--- config.mk ---
export PLATFORM = sky130hd
export DESIGN_NAME = shsv_chan
export DESIGN_NICKNAME = d
export VERILOG_FILES = /design/src/rtl/core/shsv_pkg.sv /design/src/rtl/core/shsv_chan.sv
export SDC_FILE = /design/constraint.sdc
export NUM_CORES = 1
export LEC_CHECK = 0
export ABC_AREA = 1
export BUFFER_PORTS_ARGS = -buffer_cell sky130_fd_sc_hd__buf_2
export CELL_PAD_IN_SITES_DETAIL_PLACEMENT = 2
export CELL_PAD_IN_SITES_GLOBAL_PLACEMENT = 2
export CORE_MARGIN = 4
export CORE_UTILIZATION = 44
export DETAILED_ROUTE_END_ITERATION = 16
export GPL_ROUTABILITY_DRIVEN = 0
export PLACE_DENSITY_LB_ADDON = 0.1
export SYNTH_ARGS = -nofsm -noshare
export SYNTH_HDL_FRONTEND = slang
export SYNTH_SLANG_ARGS = --single-unit
export TNS_END_PERCENT = 1
--- constraint.sdc ---
create_clock -name clk -period 11.65 [get_ports clk]
set_input_delay 0.5825 -clock clk [delete_from_list [all_inputs] [get_ports clk]]
set_output_delay 0.5825 -clock clk [all_outputs]
set_load 0.01 [all_outputs]
--- src/rtl/core/shsv_pkg.sv ---
package shsv_pkg;

	// Field widths and channel range.
	localparam int unsigned CHANNEL_BITS = 8;
	localparam int unsigned HUE_W = 12;
	localparam int unsigned CHAN_MAX = (1 << CHANNEL_BITS) - 1;
	localparam int unsigned S_TDATA_W = 32;
	localparam int unsigned M_TDATA_W = 24;

	// Hue geometry: six segments of equal length make one turn.
	localparam int unsigned HUE_UNITS_PER_SEGMENT = 480;
	localparam int unsigned SEGS = 6;
	localparam int unsigned HUE_TURN = SEGS * HUE_UNITS_PER_SEGMENT;
	localparam int unsigned T_W = $clog2(HUE_UNITS_PER_SEGMENT);

	// Segment codes.
	typedef logic [2:0] seg_t;
	localparam seg_t SEG_TOP_A = 3'd0;
	localparam seg_t SEG_FALL = 3'd1;
	localparam seg_t SEG_OFF_A = 3'd2;
	localparam seg_t SEG_OFF_B = 3'd3;
	localparam seg_t SEG_RISE = 3'd4;
	localparam seg_t SEG_TOP_B = 3'd5;

	// Segment offsets of the green and blue channels.
	localparam int unsigned CH_OFF_GREEN = 2;
	localparam int unsigned CH_OFF_BLUE = 4;

	// Phase within a segment, Q16, found by a reciprocal multiply.
	localparam int unsigned PH_W = 16;
	localparam int unsigned PH_FRAC = 16;
	localparam int unsigned PH_RSHIFT = 32;
	localparam int unsigned PH_RECIP = 32'((64'd1 << PH_RSHIFT) / HUE_UNITS_PER_SEGMENT);
	localparam int unsigned PH_RECIP_W = $clog2(PH_RECIP + 1);
	localparam int unsigned PPR_W = T_W + PH_RECIP_W;
	localparam int unsigned X_W = T_W + PH_FRAC;
	localparam int unsigned ONE_Q16 = 65536;
	localparam int unsigned W_W = PH_W + 1;

	// Cosine polynomial in Q30.
	localparam int unsigned Q_FRAC = 30;
	localparam int unsigned ONE_Q30 = 1 << Q_FRAC;
	localparam int unsigned ACC_W = 31;
	localparam int unsigned Z_W = 2 * PH_W - 1;
	localparam int unsigned MUL_W = ACC_W + Z_W;
	localparam int unsigned SH_W = MUL_W - Q_FRAC;
	localparam int unsigned HORNER_N = 5;
	localparam int unsigned COS_SEED = 27061;
	localparam int unsigned ROUND_Q15 = 16384;

	// Pipeline stage numbers shared by the top level and its parts.
	localparam int unsigned STG_RAMP_FIRST = 3;
	localparam int unsigned STG_Z = 6;
	localparam int unsigned STG_COS = STG_Z + 2 * HORNER_N;
	localparam int unsigned STG_RAMP_LAST = STG_COS + 1;
	localparam int unsigned STG_CHAN_FIRST = STG_RAMP_LAST + 1;
	localparam int unsigned STG_LAST = STG_CHAN_FIRST + 7;

	// Constant that each Horner step subtracts from, highest order first.
	function automatic logic [ACC_W-1:0] horner_coef(input logic [2:0] idx);
		logic [ACC_W-1:0] c;
		case (idx)
			3'd0: c = ACC_W'(987048);
			3'd1: c = ACC_W'(22401990);
			3'd2: c = ACC_W'(272375560);
			3'd3: c = ACC_W'(1324675879);
			default: c = ACC_W'(ONE_Q30);
		endcase
		return c;
	endfunction

endpackage

--- src/rtl/core/shsv_chan.sv ---
module shsv_chan (
	input  logic clk,
	input  logic [shsv_pkg::STG_LAST:shsv_pkg::STG_CHAN_FIRST] en,
	input  shsv_pkg::seg_t seg,
	input  logic [shsv_pkg::W_W-1:0] fall,
	input  logic [shsv_pkg::CHANNEL_BITS-1:0] sat,
	input  logic [shsv_pkg::CHANNEL_BITS-1:0] bri,
	output logic [shsv_pkg::CHANNEL_BITS-1:0] color
);

	localparam int unsigned CB = shsv_pkg::CHANNEL_BITS;
	localparam int unsigned W_W = shsv_pkg::W_W;
	localparam int unsigned DEN = shsv_pkg::CHAN_MAX * shsv_pkg::ONE_Q16;
	localparam int unsigned DEN_W = CB + shsv_pkg::PH_FRAC;
	localparam int unsigned SW_W = CB + W_W;
	localparam int unsigned N_W = CB + DEN_W;
	localparam int unsigned SUM_W = N_W + 1;
	localparam int unsigned A_W = SUM_W - shsv_pkg::PH_FRAC;
	localparam int unsigned DIV_SHIFT = 24;
	localparam int unsigned DIV_RECIP = (1 << DIV_SHIFT) / shsv_pkg::CHAN_MAX;
	localparam int unsigned DIV_RECIP_W = $clog2(DIV_RECIP + 1);
	localparam int unsigned PR_W = A_W + DIV_RECIP_W;
	localparam int unsigned QE_W = PR_W - DIV_SHIFT;
	localparam int unsigned QD_W = QE_W + CB;
	localparam int unsigned S0 = shsv_pkg::STG_CHAN_FIRST;

	logic [W_W-1:0]   invw_s18;
	logic [CB-1:0]    sat_s18;
	logic [CB-1:0]    bri_s18;
	logic [SW_W-1:0]  sw_s19;
	logic [CB-1:0]    bri_s19;
	logic [DEN_W-1:0] d_s20;
	logic [CB-1:0]    bri_s20;
	logic [N_W-1:0]   n_s21;
	logic [A_W-1:0]   a_s22;
	logic [PR_W-1:0]  pr_s23;
	logic [A_W-1:0]   a_s23;
	logic [QE_W-1:0]  qe_s24;
	logic [QD_W-1:0]  qd_s24;
	logic [A_W-1:0]   a_s24;
	logic [CB-1:0]    color_s25;

	logic [W_W-1:0]   invw_c;
	logic [SUM_W-1:0] sum_c;
	logic [QD_W-1:0]  rem_c;
	logic [QE_W-1:0]  q_c;

	// Complement of the channel weight, chosen by segment.
	always_comb begin
		case (seg)
			shsv_pkg::SEG_TOP_A, shsv_pkg::SEG_TOP_B: invw_c = '0;
			shsv_pkg::SEG_FALL: invw_c = W_W'(shsv_pkg::ONE_Q16) - fall;
			shsv_pkg::SEG_RISE: invw_c = fall;
			default: invw_c = W_W'(shsv_pkg::ONE_Q16);
		endcase
	end

	// Rounding offset, and the quotient correction of the divide by the channel maximum.
	always_comb begin
		sum_c = SUM_W'(n_s21) + SUM_W'(DEN / 2);
		rem_c = QD_W'(a_s24) - qd_s24;
		q_c = qe_s24 + QE_W'(rem_c >= QD_W'(shsv_pkg::CHAN_MAX));
	end

	// Channel arithmetic: chroma loss, scale by value, round, divide, saturate.
	always_ff @(posedge clk) begin
		if (en[S0]) begin
			invw_s18 <= invw_c;
			sat_s18 <= sat;
			bri_s18 <= bri;
		end
		if (en[S0 + 1]) begin
			sw_s19 <= SW_W'(sat_s18) * SW_W'(invw_s18);
			bri_s19 <= bri_s18;
		end
		if (en[S0 + 2]) begin
			d_s20 <= DEN_W'(DEN) - DEN_W'(sw_s19);
			bri_s20 <= bri_s19;
		end
		if (en[S0 + 3]) begin
			n_s21 <= N_W'(bri_s20) * N_W'(d_s20);
		end
		if (en[S0 + 4]) begin
			a_s22 <= sum_c[SUM_W-1:shsv_pkg::PH_FRAC];
		end
		if (en[S0 + 5]) begin
			pr_s23 <= PR_W'(a_s22) * PR_W'(DIV_RECIP);
			a_s23 <= a_s22;
		end
		if (en[S0 + 6]) begin
			qe_s24 <= pr_s23[PR_W-1:DIV_SHIFT];
			qd_s24 <= QD_W'(pr_s23[PR_W-1:DIV_SHIFT]) * QD_W'(shsv_pkg::CHAN_MAX);
			a_s24 <= a_s23;
		end
		if (en[S0 + 7]) begin
			if (q_c > QE_W'(shsv_pkg::CHAN_MAX)) begin
				color_s25 <= CB'(shsv_pkg::CHAN_MAX);
			end else begin
				color_s25 <= q_c[CB-1:0];
			end
		end
	end

	assign color = color_s25;

endmodule

==> results.py <==
metrics = {
    "status": {
        "status": "completed",
    },
    "clock_tree": {
        "h-tree-depth": 1,
        "cts_buffer_depth": 3,
        "clkLatencyLatePin_ps": 570,
        "clk_pin_slew_ps": 60,
        "cts_setup_buffers": 0,
        "cts_tree": "done",
        "clkSinkCount": 210,
        "cts-resized-gates": 0,
        "cts_buffers": 27,
        "ctsHoldBuffers": 0,
        "root_buffer": "clkbuf_16",
    },
    "yosys": {
        "post-synth-top-count-cell": "nand2_1",
        "synth_fa_ha_area_frac": 0.344,
        "synthTopCellsByArea": "edfxtp_1 28%, fa_1 23%, ha_1 11%",
        "ys_types": 43,
        "syn_inst": 2648,
        "synth.avg_cell_area_um2": 8.64,
        "seq_area_frac_synth": 0.276,
        "async_flop_share": 0,
        "synth.area.mux_share": 0,
        "ys_warn_count": 0,
        "synthXorXnorAreaFrac": 0.0383,
        "synth_common_cells": "647 x nand2_1, 605 x inv_1, 266 x fa_1",
        "synth_area_um2": 22900,
        "synth-edff-count": 210,
        "synth_simple_gate_area_share": 0.176,
        "ys_ff_latch": 210,
        "synth_nets": 3162,
        "synth_top_area_frac": 0.276,
        "synth_top_family_by_area": "adder cells",
        "synth_compound_area_frac": 0.0539,
        "yosysTopAreaCell": "edfxtp_1",
        "ys.flop_type": "edfxtp_1",
    },
    "global_routing": {
        "grt_antenna_before_repair": 0,
        "grt_max_degree": 45,
        "track_usage": 0.264,
        "grt.overflow.total": 0,
        "grt_pass1_vias": 21300,
        "grt_pass1_wl_mm": 117,
    },
    "drt": {
        "wl_mm": 72.2,
        "drt_iter0_drc": 787,
        "wl_per_cell_um": 21.5,
        "routed-via-count": 17700,
        "dr.pass1.iters": 4,
        "viasPerCell": 5.28,
        "ant_nets": 0,
        "drc_errors": 0,
    },
    "hold_path": {
        "hold_class": "in2reg",
        "hp-start": "sat[7]",
        "worstHoldEndpoint": "sat_s18[7]",
        "min_path_cells": 1,
    },
    "timing": {
        "tns_ps": 0,
        "hold_viol_final": 0,
        "skew_ps": 26.1,
        "slew_headroom": 0.240,
        "rsz0062_at_grt": "no",
        "setup_viol_count_final": 0,
        "min_period_ps": 5380,
        "fmax_mhz": 186,
        "drv_slew": 0,
        "worst_pin_slew_ps": 1140,
        "period_share": 0.462,
    },
    "floorplanning": {
        "die_h_um": 236,
        "row_count": 83,
        "ios": 53,
        "start_util": 0.445,
        "core_um2": 51400,
        "die_w_um": 236,
        "die_area_um2": 55700,
    },
    "place": {
        "dp_hpwl_mm": 59.1,
        "io_buffers": 52,
    },
    "worst_setup_path": {
        "regToRegEndpoint": "n_s21[28]",
        "criticalPathCategory": "reg2reg",
        "path_cells": "nand2_1 -> fa_1 -> inv_1 -> fa_1 -> fa_1 -> fa_1 -> ha_1 -> a21oi_1 -> o21ai_0 -> a21oi_1 -> nor2_1 -> nor2_1 -> nand2_1 -> xor2_1",
        "cpMaxStageDelayCell": "edfxtp_1",
        "end_kind": "flip-flop",
        "required_ps": 11980,
        "r2r-start": "bri_s20[7]",
        "cp-start-kind": "flip-flop",
        "cp_common_cell": "fa_1",
        "crit_arrival_ps": 5710,
        "worst-path-buf-inv": 1,
        "rr_worst_depth": 14,
        "path_delay_family": "adder cells",
        "cp_max_fo": 24,
        "critPathMaxStageDelay_ps": 1010,
        "r2r_slack_ps": 6270,
    },
    "job": {
        "drv_cap": 0,
    },
    "layout": {
        "area_delta_synth_final_pct": 7.44,
        "drive_gt1_frac": 0.0449,
        "insertedDiodeCount": 0,
        "nets": 3170,
    },
}
## layout by cell type, fill, tap and decap left out, types with 3 or more instances in the layout
| master | instances |
|---|---|
| ha_1 | 203 |
| o21ai_1 | 3 |
| o211ai_1 | 6 |
| a31oi_1 | 8 |
| xnor2_1 | 30 |
| or2_2 | 4 |
| xor2_1 | 70 |
| a21oi_1 | 106 |
| nor3_1 | 24 |
| edfxtp_1 | 210 |
| nand3b_1 | 4 |
| clkinv_2 | 8 |
| nand2_2 | 8 |
| nand2_1 | 647 |
| nand3_1 | 104 |
| fa_1 | 266 |
| a21o_1 | 15 |
| buf_2 | 52 |
| nor4_1 | 14 |
| nand4_1 | 23 |
| bufinv_16 | 3 |
| inv_1 | 605 |
| o22ai_1 | 6 |
| o21bai_1 | 12 |
| nor2_2 | 5 |
| clkinv_1 | 3 |
| clkbuf_16 | 27 |
| nor2_1 | 127 |
| o21ai_0 | 51 |
## how the worst max path moves through the flow
stage                     startpoint         end  slack, ps  cells past startpoint
after global routing      bri_s20[7]   n_s21[31]       6010                     15
final                     bri_s20[7]   n_s21[28]       6270                     14
after floorplan           sat_s18[7]  sw_s19[19]       7210                     15
after detailed placement  bri_s20[7]   n_s21[28]       6270                     14
after CTS                 bri_s20[7]   n_s21[28]       6280                     14
after global placement    bri_s20[7]   n_s21[28]       6530                     14
## cell type report
class / count / area, um2
repair buffers: 53 / 268
multi-input cells: 1758 / 14000
inverters: 606 / 2270
clock buffers: 29 / 683
well taps: 680 / 851
clock inverters: 19 / 195
flip-flops and latches: 210 / 6310
fillers: 5712 / 26800
## sequential cells by signal, summed over array words and instances (netlist names)
signal    cells
bri_s20       8
n_s21        17
a_s22        17
a_s23         9
invw_s18     17
sw_s19       24
a_s24        17
bri_s19       8
pr_s23       18
d_s20        24
qe_s24       10
qd_s24       17
color         8
sat_s18       8
bri_s18       8
## layer usage
metal  wire, um  up-vias  global-route usage
met1      29500     9166               0.314
met5          0        -                   0
li1           -     8208                   -
met2      39200      220               0.510
met4       2070        0              0.0660
met3       1400      113              0.0224
## cells by family after synthesis
group,Yosys count
xor gates and xnor gates,100
adders and majority gates,469
and+or+nand+nor,970
DFF,210
buffers and inverters,680
AOI/OAI and AO/OA,219
## through the flow
step	utilization	hold WS (ps)	area [um2]	instances	setup WS, ps
3_5_place_dp	0.461	408	23700	3307	6270
6_report	0.478	199	24600	3355	6270
4_1_cts	0.478	178	24600	3355	6280
2_1_floorplan	-	400	22900	2648	7210
3_3_place_gp	0.461	401	23700	3307	6530
5_1_grt	0.478	181	24600	3355	6010
## worst reg2reg max path, delay by kind of cell (launching register included)
kind                       cells  cell delay, ps
AOI/OAI and AO/OA              3             830
buffers and inverters          1              60
adders and majority gates      5            2600
and+or+nand+nor                4             510
DFF                            1            1010
xor gates and xnor gates       1             150
Power is left out: the tool's default activity adds up to more than one toggle a clock period on the data nets, which glitch-free logic cannot reach.
